$ cat src/hdl/pid_pkg.sv
// Shared types and constants for the positional PID controller.
// Holds the item structs, the command structs, opcodes, register indexes and reset values.
// No dependencies.
package pid_pkg;

  // Fixed field widths of the item and configuration interfaces.
  localparam int GAIN_W     = 24;
  localparam int LIMIT_W    = 31;
  localparam int DT_W       = 16;
  localparam int DT_FRAC    = 16;
  localparam int CFG_IDX_W  = 3;
  localparam int CFG_DATA_W = 31;

  // Item opcodes.
  localparam logic [1:0] OP_ERR_DIFF   = 2'd0;
  localparam logic [1:0] OP_ERR_DIRECT = 2'd1;
  localparam logic [1:0] OP_CLEAR      = 2'd2;
  localparam logic [1:0] OP_NONE       = 2'd3;

  // Configuration register indexes.
  localparam logic [CFG_IDX_W-1:0] REG_PROP_GAIN  = 3'd0;
  localparam logic [CFG_IDX_W-1:0] REG_INTEG_GAIN = 3'd1;
  localparam logic [CFG_IDX_W-1:0] REG_DERIV_GAIN = 3'd2;
  localparam logic [CFG_IDX_W-1:0] REG_INTEG_LIM  = 3'd3;
  localparam logic [CFG_IDX_W-1:0] REG_OUT_LIM    = 3'd4;

  // Reset values of the configuration registers.
  localparam logic [GAIN_W-1:0]  PROP_GAIN_RST  = 24'd65536;
  localparam logic [GAIN_W-1:0]  INTEG_GAIN_RST = 24'd0;
  localparam logic [GAIN_W-1:0]  DERIV_GAIN_RST = 24'd0;
  localparam logic [LIMIT_W-1:0] INTEG_LIM_RST  = 31'd19660800;
  localparam logic [LIMIT_W-1:0] OUT_LIM_RST    = 31'd52428800;

  // Which product the shared multiplier is forming.
  localparam logic [1:0] MUL_KI = 2'd0;
  localparam logic [1:0] MUL_DT = 2'd1;
  localparam logic [1:0] MUL_KP = 2'd2;
  localparam logic [1:0] MUL_KD = 2'd3;

  typedef struct packed {
    logic [1:0]         opcode;
    logic signed [31:0] setpoint;
    logic signed [31:0] feedback;
    logic signed [31:0] error_in;
    logic [DT_W-1:0]    step_time;
  } pid_in_t;

  typedef struct packed {
    logic signed [31:0] drive;
    logic               integral_clamped;
    logic               output_clamped;
  } pid_out_t;

  typedef struct packed {
    logic setup;
    logic step_lo;
    logic step_hi;
    logic step_add;
  } pid_mul_cmd_t;

  typedef struct packed {
    logic         load;
    pid_mul_cmd_t mul;
    logic [1:0]   mul_sel;
    logic         mul_wb;
    logic         integ_upd;
    logic         sum_p;
    logic         sum_d;
    logic         commit;
  } pid_cmd_t;

endpackage

$ cat src/hdl/pid_mul.sv
// Shared sign-magnitude multiplier of the PID datapath.
// Forms (|a| * b) >> shift over two half-width partial products, then saturates.
// Depends on pid_pkg.
module pid_mul #(
  parameter int DATA_WIDTH = 32,
  parameter int FRAC_BITS  = 16
) (
  input  logic                         clk,
  input  pid_pkg::pid_mul_cmd_t        cmd,
  input  logic signed [DATA_WIDTH-1:0] a,
  input  logic [pid_pkg::GAIN_W-1:0]   b,
  input  logic                         use_dt,
  output logic signed [DATA_WIDTH-1:0] result
);
  import pid_pkg::*;

  localparam int HW  = (DATA_WIDTH + 1) / 2;
  localparam int MPW = HW + GAIN_W;
  localparam int PW  = DATA_WIDTH + GAIN_W;
  localparam logic [PW-1:0]         CAP    = PW'(1) << (DATA_WIDTH - 1);
  localparam logic [DATA_WIDTH-1:0] CAP_DW = CAP[DATA_WIDTH-1:0];
  localparam logic [DATA_WIDTH-1:0] MAXPOS = {1'b0, {(DATA_WIDTH-1){1'b1}}};

  logic [DATA_WIDTH-1:0] mag;
  logic                  neg;
  logic [GAIN_W-1:0]     b_q;
  logic                  dt_sel;
  logic [MPW-1:0]        prod;
  logic [PW-1:0]         acc;
  logic [HW-1:0]         opnd;
  logic [PW-1:0]         shifted;
  logic [DATA_WIDTH-1:0] mag_r;

  // The high half is used in the step_hi cycle, the low half otherwise.
  assign opnd = cmd.step_hi ? HW'(mag >> HW) : mag[HW-1:0];

  always_ff @(posedge clk) begin
    if (cmd.setup) begin
      neg    <= a[DATA_WIDTH-1];
      mag    <= a[DATA_WIDTH-1] ? DATA_WIDTH'(-a) : DATA_WIDTH'(a);
      b_q    <= b;
      dt_sel <= use_dt;
    end
    if (cmd.step_lo || cmd.step_hi) begin
      prod <= MPW'(opnd) * MPW'(b_q);
    end
    if (cmd.step_hi) begin
      acc <= PW'(prod);
    end else if (cmd.step_add) begin
      acc <= acc + (PW'(prod) << HW);
    end
  end

  always_comb begin
    shifted = dt_sel ? (acc >> DT_FRAC) : (acc >> FRAC_BITS);
    mag_r   = (shifted > CAP) ? CAP_DW : shifted[DATA_WIDTH-1:0];
    if (neg) begin
      result = $signed(DATA_WIDTH'(-mag_r));
    end else if (shifted >= CAP) begin
      result = $signed(MAXPOS);
    end else begin
      result = $signed(shifted[DATA_WIDTH-1:0]);
    end
  end

endmodule

$ cat src/hdl/pid_dp.sv
// Datapath of the PID controller: configuration registers, error, integral and sums.
// Instantiates pid_mul; driven by commands from pid_ctrl.
// Depends on pid_pkg.
module pid_dp #(
  parameter int DATA_WIDTH = 32,
  parameter int FRAC_BITS  = 16
) (
  input  logic                                clk,
  input  logic                                rst,
  input  pid_pkg::pid_cmd_t                   cmd,
  input  pid_pkg::pid_in_t                    item,
  input  logic                                wr_en,
  input  logic [pid_pkg::CFG_IDX_W-1:0]       wr_index,
  input  logic [pid_pkg::CFG_DATA_W-1:0]      wr_data,
  output pid_pkg::pid_out_t                   result
);
  import pid_pkg::*;

  localparam int DW = DATA_WIDTH;
  localparam int CW = ((DW > 32) ? DW : 32) + 2;
  localparam logic signed [CW-1:0] MAXV = $signed({{(CW-DW+1){1'b0}}, {(DW-1){1'b1}}});
  localparam logic signed [CW-1:0] MINV = $signed({{(CW-DW+1){1'b1}}, {(DW-1){1'b0}}});

  function automatic logic signed [CW-1:0] ext(input logic signed [DW-1:0] x);
    return $signed({{(CW-DW){x[DW-1]}}, x});
  endfunction

  function automatic logic signed [CW-1:0] ext32(input logic signed [31:0] x);
    return $signed({{(CW-32){x[31]}}, x});
  endfunction

  function automatic logic signed [DW-1:0] sat(input logic signed [CW-1:0] v);
    if (v > MAXV) begin
      return $signed(MAXV[DW-1:0]);
    end else if (v < MINV) begin
      return $signed(MINV[DW-1:0]);
    end
    return $signed(v[DW-1:0]);
  endfunction

  // Returns the hit flag above the clamped value.
  function automatic logic [DW:0] clamp_sym(input logic signed [DW-1:0] v,
                                            input logic [LIMIT_W-1:0] lim);
    logic signed [CW-1:0] vx;
    logic signed [CW-1:0] lx;
    logic signed [CW-1:0] nx;
    vx = ext(v);
    lx = $signed({{(CW-LIMIT_W){1'b0}}, lim});
    nx = -lx;
    if (vx > lx) begin
      return {1'b1, lx[DW-1:0]};
    end else if (vx < nx) begin
      return {1'b1, nx[DW-1:0]};
    end
    return {1'b0, v};
  endfunction

  logic [GAIN_W-1:0]     prop_gain;
  logic [GAIN_W-1:0]     integ_gain;
  logic [GAIN_W-1:0]     deriv_gain;
  logic [LIMIT_W-1:0]    integral_limit;
  logic [LIMIT_W-1:0]    output_limit;

  logic signed [DW-1:0]  err;
  logic signed [DW-1:0]  diff;
  logic signed [DW-1:0]  ki_term;
  logic signed [DW-1:0]  inc;
  logic signed [DW-1:0]  p_term;
  logic signed [DW-1:0]  d_term;
  logic signed [DW-1:0]  sum;
  logic signed [DW-1:0]  integral_sum;
  logic signed [DW-1:0]  previous_error;
  logic [DT_W-1:0]       dt_q;
  logic                  ihit;

  logic signed [DW-1:0]  mul_a;
  logic [GAIN_W-1:0]     mul_b;
  logic signed [DW-1:0]  mul_res;
  logic signed [DW-1:0]  err_new;
  logic [DW:0]           integ_c;
  logic [DW:0]           out_c;
  logic signed [CW-1:0]  drive_x;

  always_comb begin
    case (cmd.mul_sel)
      MUL_KI:  begin mul_a = err;     mul_b = integ_gain;     end
      MUL_DT:  begin mul_a = ki_term; mul_b = GAIN_W'(dt_q);  end
      MUL_KP:  begin mul_a = err;     mul_b = prop_gain;      end
      default: begin mul_a = diff;    mul_b = deriv_gain;     end
    endcase
  end

  pid_mul #(
    .DATA_WIDTH (DATA_WIDTH),
    .FRAC_BITS  (FRAC_BITS)
  ) u_mul (
    .clk    (clk),
    .cmd    (cmd.mul),
    .a      (mul_a),
    .b      (mul_b),
    .use_dt (cmd.mul_sel == MUL_DT),
    .result (mul_res)
  );

  assign err_new = (item.opcode == OP_ERR_DIFF) ?
                   sat(ext32(item.setpoint) - ext32(item.feedback)) :
                   sat(ext32(item.error_in));
  assign integ_c = clamp_sym(sat(ext(integral_sum) + ext(inc)), integral_limit);
  assign out_c   = clamp_sym(sum, output_limit);
  assign drive_x = ext($signed(out_c[DW-1:0]));

  // Configuration registers.
  always_ff @(posedge clk) begin
    if (rst) begin
      prop_gain      <= PROP_GAIN_RST;
      integ_gain     <= INTEG_GAIN_RST;
      deriv_gain     <= DERIV_GAIN_RST;
      integral_limit <= INTEG_LIM_RST;
      output_limit   <= OUT_LIM_RST;
    end else if (wr_en) begin
      unique case (wr_index)
        REG_PROP_GAIN:  prop_gain      <= wr_data[GAIN_W-1:0];
        REG_INTEG_GAIN: integ_gain     <= wr_data[GAIN_W-1:0];
        REG_DERIV_GAIN: deriv_gain     <= wr_data[GAIN_W-1:0];
        REG_INTEG_LIM:  integral_limit <= wr_data[LIMIT_W-1:0];
        REG_OUT_LIM:    output_limit   <= wr_data[LIMIT_W-1:0];
        default: ;
      endcase
    end
  end

  // Controller state carried across items.
  always_ff @(posedge clk) begin
    if (rst) begin
      integral_sum   <= '0;
      previous_error <= '0;
    end else begin
      if (cmd.load && item.opcode == OP_CLEAR) begin
        integral_sum <= '0;
      end else if (cmd.integ_upd) begin
        integral_sum <= $signed(integ_c[DW-1:0]);
      end
      if (cmd.commit) begin
        previous_error <= err;
      end
    end
  end

  // Working registers of one step.
  always_ff @(posedge clk) begin
    if (cmd.load) begin
      err  <= err_new;
      dt_q <= item.step_time;
    end
    if (cmd.mul_wb) begin
      case (cmd.mul_sel)
        MUL_KI:  ki_term <= mul_res;
        MUL_DT:  inc     <= mul_res;
        MUL_KP:  p_term  <= mul_res;
        default: d_term  <= mul_res;
      endcase
    end
    if (cmd.integ_upd) begin
      ihit <= integ_c[DW];
      diff <= sat(ext(err) - ext(previous_error));
    end
    if (cmd.sum_p) begin
      sum <= sat(ext(p_term) + ext(integral_sum));
    end else if (cmd.sum_d) begin
      sum <= sat(ext(sum) + ext(d_term));
    end
    if (cmd.commit) begin
      result.drive            <= $signed(drive_x[31:0]);
      result.integral_clamped <= ihit;
      result.output_clamped   <= out_c[DW];
    end
  end

endmodule

$ cat src/hdl/pid_ctrl.sv
// Sequencing state machine of the PID controller.
// Steps the datapath through the four shared products and the final sums.
// Depends on pid_pkg.
module pid_ctrl (
  input  logic              clk,
  input  logic              rst,
  input  logic              item_valid,
  output logic              item_stall,
  input  logic [1:0]        item_opcode,
  output logic              result_valid,
  input  logic              result_stall,
  output pid_pkg::pid_cmd_t cmd
);
  import pid_pkg::*;

  localparam logic [3:0] S_IDLE  = 4'd0;
  localparam logic [3:0] S_SETUP = 4'd1;
  localparam logic [3:0] S_MLO   = 4'd2;
  localparam logic [3:0] S_MHI   = 4'd3;
  localparam logic [3:0] S_MADD  = 4'd4;
  localparam logic [3:0] S_MWB   = 4'd5;
  localparam logic [3:0] S_INTEG = 4'd6;
  localparam logic [3:0] S_SUM_P = 4'd7;
  localparam logic [3:0] S_SUM_D = 4'd8;
  localparam logic [3:0] S_DONE  = 4'd9;

  logic [3:0] state;
  logic [3:0] state_next;
  logic [1:0] sel;
  logic [1:0] sel_next;
  logic       accept;
  logic       commit;

  assign item_stall = (state != S_IDLE);
  assign accept     = item_valid && !item_stall;
  assign commit     = (state == S_DONE) && (!result_valid || !result_stall);

  always_comb begin
    state_next  = state;
    sel_next    = sel;
    cmd         = '0;
    cmd.mul_sel = sel;
    cmd.commit  = commit;
    unique case (state)
      S_IDLE: begin
        if (accept) begin
          cmd.load = 1'b1;
          if (item_opcode == OP_ERR_DIFF || item_opcode == OP_ERR_DIRECT) begin
            state_next = S_SETUP;
            sel_next   = MUL_KI;
          end
        end
      end
      S_SETUP: begin
        cmd.mul.setup = 1'b1;
        state_next    = S_MLO;
      end
      S_MLO: begin
        cmd.mul.step_lo = 1'b1;
        state_next      = S_MHI;
      end
      S_MHI: begin
        cmd.mul.step_hi = 1'b1;
        state_next      = S_MADD;
      end
      S_MADD: begin
        cmd.mul.step_add = 1'b1;
        state_next       = S_MWB;
      end
      S_MWB: begin
        cmd.mul_wb = 1'b1;
        if (sel == MUL_DT) begin
          state_next = S_INTEG;
        end else if (sel == MUL_KD) begin
          state_next = S_SUM_P;
        end else begin
          sel_next   = sel + 2'd1;
          state_next = S_SETUP;
        end
      end
      S_INTEG: begin
        cmd.integ_upd = 1'b1;
        sel_next      = MUL_KP;
        state_next    = S_SETUP;
      end
      S_SUM_P: begin
        cmd.sum_p  = 1'b1;
        state_next = S_SUM_D;
      end
      S_SUM_D: begin
        cmd.sum_d  = 1'b1;
        state_next = S_DONE;
      end
      S_DONE: begin
        if (commit) begin
          state_next = S_IDLE;
        end
      end
      default: begin
        state_next = S_IDLE;
      end
    endcase
  end

  always_ff @(posedge clk) begin
    if (rst) begin
      state        <= S_IDLE;
      sel          <= MUL_KI;
      result_valid <= 1'b0;
    end else begin
      state <= state_next;
      sel   <= sel_next;
      if (commit) begin
        result_valid <= 1'b1;
      end else if (!result_stall) begin
        result_valid <= 1'b0;
      end
    end
  end

  a_commit_shows_result: assert property (@(posedge clk) disable iff (rst)
    commit |=> result_valid)
    else $error("committed result not presented");

  a_result_from_done: assert property (@(posedge clk) disable iff (rst)
    $rose(result_valid) |-> $past(state) == S_DONE)
    else $error("result appeared outside the final step");

  a_no_work_for_clear: assert property (@(posedge clk) disable iff (rst)
    (accept && (item_opcode == OP_CLEAR || item_opcode == OP_NONE)) |=> state == S_IDLE)
    else $error("clear or empty opcode started a computation");

  a_integ_after_dt: assert property (@(posedge clk) disable iff (rst)
    state == S_INTEG |-> (sel == MUL_DT && $past(state) == S_MWB))
    else $error("integral update out of order");

endmodule

$ cat src/hdl/positional_pid_controller.sv
// Top level of the positional PID controller with integral clamp.
// Instantiates pid_ctrl and pid_dp (which holds pid_mul).
// Depends on pid_pkg.

// Each item runs one positional PID step in signed fixed point with FRAC_BITS
// fraction bits and DATA_WIDTH-bit saturating intermediates. Opcode OP_ERR_DIFF
// takes setpoint minus feedback as the error, OP_ERR_DIRECT takes error_in, and
// both return one result: the drive, clamped to plus or minus output_limit, with
// flags that tell whether the integral or the drive was clamped in that step.
// OP_CLEAR zeroes the integral and OP_NONE does nothing; neither returns a
// result, and both free the input channel in the cycle after their transfer.
// The four products (ki*error, that times dt, kp*error, kd*error difference)
// run one after another on a single shared multiplier of about half the data
// width by 24 bits, each through setup, low-half, high-half, add and write-back
// steps. The integral update follows the dt product, and two saturating adds
// and the output clamp follow the last product. No new item is taken until the
// computing item's result is committed. The result sits in an output register,
// so the next item is taken while an earlier result still waits on
// result_stall; only the commit of the following result waits for it.
// Configuration registers are written through wr_en, wr_index and wr_data while
// the block is idle, which the user must ensure; an index beyond the list is ignored.
module positional_pid_controller #(
  parameter int DATA_WIDTH = 32,
  parameter int FRAC_BITS  = 16
) (
  input  logic                           clk,
  input  logic                           rst,
  input  logic                           item_valid,
  output logic                           item_stall,
  input  pid_pkg::pid_in_t               item,
  output logic                           result_valid,
  input  logic                           result_stall,
  output pid_pkg::pid_out_t              result,
  input  logic                           wr_en,
  input  logic [pid_pkg::CFG_IDX_W-1:0]  wr_index,
  input  logic [pid_pkg::CFG_DATA_W-1:0] wr_data
);
  import pid_pkg::*;

  // Command bundle from the sequencer to the datapath.
  pid_cmd_t cmd;

  pid_ctrl u_ctrl (
    .clk          (clk),
    .rst          (rst),
    .item_valid   (item_valid),
    .item_stall   (item_stall),
    .item_opcode  (item.opcode),
    .result_valid (result_valid),
    .result_stall (result_stall),
    .cmd          (cmd)
  );

  // The datapath also holds the configuration registers and the result
  // register, which is loaded only when the previous result has been taken.
  pid_dp #(
    .DATA_WIDTH (DATA_WIDTH),
    .FRAC_BITS  (FRAC_BITS)
  ) u_dp (
    .clk      (clk),
    .rst      (rst),
    .cmd      (cmd),
    .item     (item),
    .wr_en    (wr_en),
    .wr_index (wr_index),
    .wr_data  (wr_data),
    .result   (result)
  );

endmodule
$ cat config.mk
export PLATFORM = sky130hd
export DESIGN_NAME = positional_pid_controller
export DESIGN_NICKNAME = d
export VERILOG_FILES = /design/src/hdl/pid_pkg.sv /design/src/hdl/pid_mul.sv /design/src/hdl/pid_dp.sv /design/src/hdl/pid_ctrl.sv /design/src/hdl/positional_pid_controller.sv
export SDC_FILE = /design/constraint.sdc
export NUM_CORES = 2
export LEC_CHECK = 0
export ABC_AREA = 0
export BUFFER_PORTS_ARGS = -buffer_cell sky130_fd_sc_hd__buf_2
export CAP_MARGIN = 0
export CORE_ASPECT_RATIO = 1.5
export CORE_MARGIN = 1
export CORE_UTILIZATION = 40
export CTS_CLUSTER_DIAMETER = 120
export CTS_CLUSTER_SIZE = 8
export DETAILED_ROUTE_END_ITERATION = 6
export SLEW_MARGIN = 10
export SYNTH_ARGS = -nofsm -noshare
export SYNTH_HDL_FRONTEND = slang
export SYNTH_HIERARCHICAL = 1
export SYNTH_SLANG_ARGS = --single-unit
$ cat constraint.sdc
create_clock -name clk -period 7.5 [get_ports clk]
set_clock_uncertainty 0.2 [all_clocks]
set_input_delay 1.125 -clock clk [delete_from_list [all_inputs] [get_ports clk]]
set_output_delay 1.125 -clock clk [all_outputs]
set_load 0.01 [all_outputs]
=== Word level (Yosys, flattened, before mapping) ===
Cells that the tools add are included.

* Register bits after elaboration: 633
* Output and inout port bits: 36
* Word-level logic and storage cells: 194

* Add/subtract/negate cells: 11
* Multipliers: 1
* Magnitude comparators: 18
* Eq/ne operators: 24
* Muxes and demuxes: 79
* Bitwise gates (word level): 1
* Reduce and logical (&&, ||, !) cells: 31

{| class="wikitable"
|+ Operator list
! cell !! count
|-
| two-way mux 32 bit || 26
|-
| greater-than comparator 34 x 32 -> 1 bit, second input constant || 5
|-
| < comparator 34 x 32 -> 1 bit, second input constant || 5
|-
| two-way mux 33 bit || 4
|-
| adder 32 x 32 -> 33 bit || 3
|-
| two-way mux 40 bit || 2
|-
| case mux 24 bit (3 select lines) || 1
|-
| < comparator 32 x 34 -> 1 bit || 2
|-
| negation 31 -> 34 bit || 2
|-
| subtractor 32 x 32 -> 33 bit || 2
|-
| greater-than comparator 32 bit || 2
|-
| negation 32 bit || 2
|-
| case mux 32 bit (2 select lines) || 1
|-
| adder 56 bit || 1
|-
| greater-or-equal comparator 40 x 32 -> 1 bit, second input constant || 1
|-
| greater-than comparator 40 x 32 -> 1 bit, second input constant || 1
|-
| multiplier 16 x 24 -> 40 bit || 1
|-
| case mux 4 bit (10 select lines) || 1
|-
| greater-than comparator 32 bit, second input constant || 1
|-
| < comparator 32 bit, second input constant || 1
|-
| two-way mux 1 bit || 32
|-
| two-way mux 31 bit || 1
|-
| AND reduction 2 bit || 9
|-
| equality test 4 x 3 -> 1 bit, second input constant || 4
|-
| 30 further kinds || 55
|}

=== Depth between registers and ports, before layout ===
* Depth after elaboration: 9
* Gate-level depth with buffers: 30
* Gate-level depth less buffers: 26

=== Hierarchy ===
Netlist, hierarchy kept.

{| class="wikitable"
|+ Modules (own cells, without submodules)
! module !! times used !! cells an instance !! area an instance (µm²) !! sequential area each (µm²)
|-
| pid_dp || 1 || 3,511 || 31,557.8 || 12,221.7
|-
| pid_mul || 1 || 2,243 || 20,561.0 || 3,953.8
|-
| pid_ctrl || 1 || 65 || 490.5 || 140.1
|}

=== Least setup slack after synthesis ===
OpenSTA, ideal clock, no wires.

* Path kind: flip-flop to flip-flop
* From: register u_ctrl.state[1]
* To: register u_dp.u_mul.prod[32], data pin
* Library setup time: 259 ps
* Arrival: 7,363 ps
* Required time: 7,041 ps
* Path slack: -322 ps
* Cell stages (with the launch flop): 30
* Cells stage by stage: dfxtp_1 > clkbuf_1 > nand2_1 > nor3_1 > clkbuf_1 > clkbuf_1 > mux2_2 > clkbuf_1 > and2_1 > fa_1 > inv_1 > fa_1 > inv_1 > fa_1 > fa_1 > fa_1 > inv_1 > fa_1 > inv_1 > ha_1 > a211oi_1 > o21bai_1 > o21bai_1 > a211oi_1 > a21oi_1 > a21oi_1 > a21o_1 > a31o_2 > a21oi_1 > xnor2_1

{| class="wikitable"
|+ RTL lines
! element !! line !! source
|-
| start: declaration || pid_ctrl.sv:27 || <nowiki>logic [3:0] state;</nowiki>
|-
| start signal: assignment || pid_ctrl.sv:111 || <nowiki>state <= state_next;</nowiki>
|-
| end signal: assignment || pid_mul.sv:45 || <nowiki>prod <= MPW'(opnd) * MPW'(b_q);</nowiki>
|-
| end: declaration || pid_mul.sv:28 || <nowiki>logic [MPW-1:0] prod;</nowiki>
|}

==> results.py <==
metrics = {
    "timing": {
        "hold_viol": 0,
        "whs_ns": 0.230,
        "fmax_ghz": 0.137,
        "rsz0062_at_grt": "yes",
        "period_share_pct": 97.1,
        "fin_crit_ns": 7.28,
        "tightest_slew_ns": 1.28,
        "slew_headroom_pct": 14.7,
        "final_max_slew_viol_count": 0,
        "finalSetupViolCount": 0,
    },
    "outcome": {
        "outcome": "finished, final reports clean",
    },
    "setup_path": {
        "crit_family": "adder cells",
        "required_ns": 7.72,
        "crit_top_cell": "fa_1",
        "rr_startpoint": "u_ctrl/state[1]$_SDFFE_PP0P_",
        "cp_num_buf_inv": 7,
        "worst-setup-path-type": "register to register",
        "cp_data_arrival_time_ns": 7.50,
        "end_kind": "register",
        "reg2reg_slack_ns": 0.22,
        "cp-start-kind": "register",
        "worstReg2RegEnd": "u_dp/u_mul/prod[32]$_DFFE_PP_",
        "r2r_cells": 28,
        "critPathMaxStageDelay_ns": 0.59,
        "critPathSlowestCell": "fa_1",
        "path_max_fanout": 7,
    },
    "floorplanning": {
        "io_pins": 189,
        "die-width_um": 298,
        "rows": 162,
        "dieArea_mm2": 0.133,
        "die_h_um": 446,
        "core_mm2": 0.130,
        "start_util_pct": 40.4,
    },
    "final_layout": {
        "drive_gt1_share_pct": 9.88,
        "fillers": 12700,
        "syn_to_final_growth_pct": 11.7,
        "seqCellArea_mm2": 0.0163,
        "multi_input_area_mm2": 0.0335,
        "largestRegisters": "u_dp/u_mul/acc x40, u_dp/u_mul/prod x40, u_dp/result x34",
        "final_nets": 6898,
    },
    "clock_tree": {
        "cts_max_level": 3,
        "clock_sinks": 617,
        "root_buffer": "clkbuf_16",
        "path_clk_slew_ns": 0.06,
        "clkLatencyLatePin_ns": 0.69,
        "numCtsBuffers": 87,
        "cts_tree": "yes",
        "clk_path_buf_depth": 3,
    },
    "grt": {
        "grt_use_met1_pct": 27.4,
        "grt_remaining_overflow": 0,
        "met2_usage_pct": 47.5,
        "grt.busiest_layer": "met2",
        "grt_use_met3_pct": 2.72,
        "grt_usage_pct": 25.9,
        "grt_pass1_wl_mm": 262,
        "grt_max_degree": 106,
        "antenna_found_initial": 8,
        "grt_pass1_vias": 44200,
    },
    "synth": {
        "synth_flop_cell": "edfxtp_1",
        "synth-edff-count": 396,
        "synth_fp_nets": 6729,
        "yosysWarnings": 6,
        "synthesis.instances": 5819,
        "syn_avg_cell_area_um2": 9.04,
        "synth_cell_types": 101,
        "synth_area_mm2": 0.0526,
        "async_flop_share_pct": 0,
        "ys_seq_elements": 617,
        "synth_seq_area_share_pct": 31.0,
    },
    "place": {
        "routabilityCongestion": 0.959,
        "dpl.hpwl_mm": 137,
        "port_buffers": 188,
    },
    "drt": {
        "drt_iter0_drc": 2809,
        "wl_per_cell_um": 22.4,
        "wirelength_mm": 174,
        "dr.pass1.iters": 6,
        "drcViolationCount": 0,
        "antenna_left": 0,
        "vias": 43300,
        "viasPerCell": 5.55,
    },
    "min_path": {
        "holdPathEnd": "u_dp/result[1]$_DFFE_PP_",
        "worstHoldStart": "u_dp/ihit$_SDFFCE_PN0P_",
        "holdCritPathClass": "register to register",
        "hold_depth": 0,
    },
    "run": {
        "drv_cap": 0,
    },
}
kinds of logic after synthesis:
family,share of synthesized area [%]
buffers and inverters,5.86
AO/OA/AOI/OAI,16.1
adder cells (fa/ha/maj),22.8
AND/OR/NAND/NOR,15.8
XOR/XNOR,5.08
multiplexers,3.34
flip-flops,31.0
synthesized netlist by cell type (17+ instances only):
| cell | number | share of area [%] |
|---|---|---|
| o21ai_0 | 266 | 2.5 |
| nor3_1 | 71 | 0.68 |
| and2_1 | 184 | 2.2 |
| o31ai_1 | 35 | 0.50 |
| maj3_1 | 17 | 0.32 |
| nand4_1 | 54 | 0.64 |
| a21oi_1 | 549 | 5.2 |
| nand2_1 | 815 | 5.8 |
| xor2_1 | 71 | 1.2 |
| and3_1 | 25 | 0.30 |
| o21ai_1 | 18 | 0.17 |
| a211oi_1 | 37 | 0.53 |
| fa_1 | 312 | 12 |
| inv_1 | 562 | 4.0 |
| clkbuf_1 | 224 | 1.6 |
| edfxtp_1 | 396 | 23 |
| dfxtp_1 | 221 | 8.4 |
| a21o_1 | 158 | 2.3 |
| nor2b_1 | 39 | 0.46 |
| mux2i_1 | 82 | 1.6 |
| o21bai_1 | 39 | 0.56 |
| or3_1 | 27 | 0.32 |
| ha_1 | 445 | 11 |
| xnor2_1 | 234 | 3.9 |
| o211ai_1 | 21 | 0.30 |
| mux2_2 | 51 | 1.1 |
| a31oi_1 | 37 | 0.44 |
| nand2b_1 | 47 | 0.56 |
| o21a_1 | 50 | 0.71 |
| nor2_1 | 327 | 2.3 |
| nor4_1 | 19 | 0.23 |
| nand3_1 | 76 | 0.72 |
metal layers:
metal,part of all wire [%],wire [um],vias to the layer above
met2,52,90000,1244
met3,4.1,7180,441
li1,-,-,20500
met5,0.0075,13,-
met4,8.2,14300,2
met1,36,62700,21100
worst reg2reg max path: cells and delay by family, from the launching register on:
| kind | cells | cell delay (ns) |
|---|---|---|
| AOI/OAI and AO/OA | 9 | 1.49 |
| xor gates and xnor gates | 1 | 0.07 |
| adders and majority gates | 7 | 3.43 |
| buffers and inverters | 7 | 0.74 |
| DFF | 1 | 0.32 |
| muxes | 1 | 0.38 |
| and+or+nand+nor | 3 | 0.40 |
what timing repair did:
| item | in CTS | in global routing |
|---|---|---|
| hold buffers | 0 | 0 |
| setup buffers | 0 | 3 |
| gates resized for setup | 0 | 31 |
| setup endpoints to repair | 0 | 35 |
cell type report:
class | count | area share (%)
Multi-Input combinational cell | 4388 | 56.9
Sequential cell | 617 | 27.8
Clock buffer | 154 | 4.17
Tap cell | 1722 | 3.67
Inverter | 565 | 3.61
Timing Repair Buffer | 329 | 3.59
Clock inverter | 8 | 0.236
Antenna cell | 3 | 0.0128
cells in the final DEF (no fill, tap or decap), types with 68 or more instances in the layout:
master / Yosys / routed
edfxtp_1: 396 / 396
o21ai_0: 266 / 261
buf_4: 1 / 132
clkbuf_16: 0 / 88
mux2i_1: 82 / 82
a21oi_1: 549 / 535
nor2_1: 327 / 324
buf_2: 9 / 187
nand3_1: 76 / 75
xor2_1: 71 / 70
ha_1: 445 / 445
xnor2_1: 234 / 234
dfxtp_1: 221 / 219
nand2_1: 815 / 815
inv_1: 562 / 562
and2_1: 184 / 184
fa_1: 312 / 312
a21o_1: 158 / 158
nor3_1: 71 / 68
metrics by stage:
stage	setup slack [ns]	util (%)	std cells	setup TNS [ns]	instance area, um2
after floorplan	0.0690	-	5819	0	52600
after global placement	0.119	43.1	7618	0	56000
after detailed placement	0.0270	43.1	7618	0	56000
after CTS	0.0154	45.1	7780	0	58600
after global routing	-0.0898	45.2	7783	-0.178	58800
final	0.218	45.2	7786	0	58800
worst max-delay path by stage:
stage | slack (ns) | depth (start not counted) | endpoint | startpoint
after floorplan | 0.07 | 28 | u_dp/u_mul/prod[37]$_DFFE_PP_ | u_ctrl/state[1]$_SDFFE_PP0P_
after global placement | 0.12 | 27 | u_dp/u_mul/prod[37]$_DFFE_PP_ | u_ctrl/state[1]$_SDFFE_PP0P_
after detailed placement | 0.03 | 27 | u_dp/u_mul/prod[33]$_DFFE_PP_ | u_ctrl/state[0]$_SDFFE_PP0P_
after CTS | 0.02 | 27 | u_dp/u_mul/prod[33]$_DFFE_PP_ | u_ctrl/state[0]$_SDFFE_PP0P_
after global routing | -0.09 | 28 | u_dp/u_mul/prod[32]$_DFFE_PP_ | u_ctrl/state[0]$_SDFFE_PP0P_
final | 0.22 | 28 | u_dp/u_mul/prod[32]$_DFFE_PP_ | u_ctrl/state[1]$_SDFFE_PP0P_
Power is not shown: default switching activity piles up to over one toggle a cycle in this logic, so the estimate is an artifact.
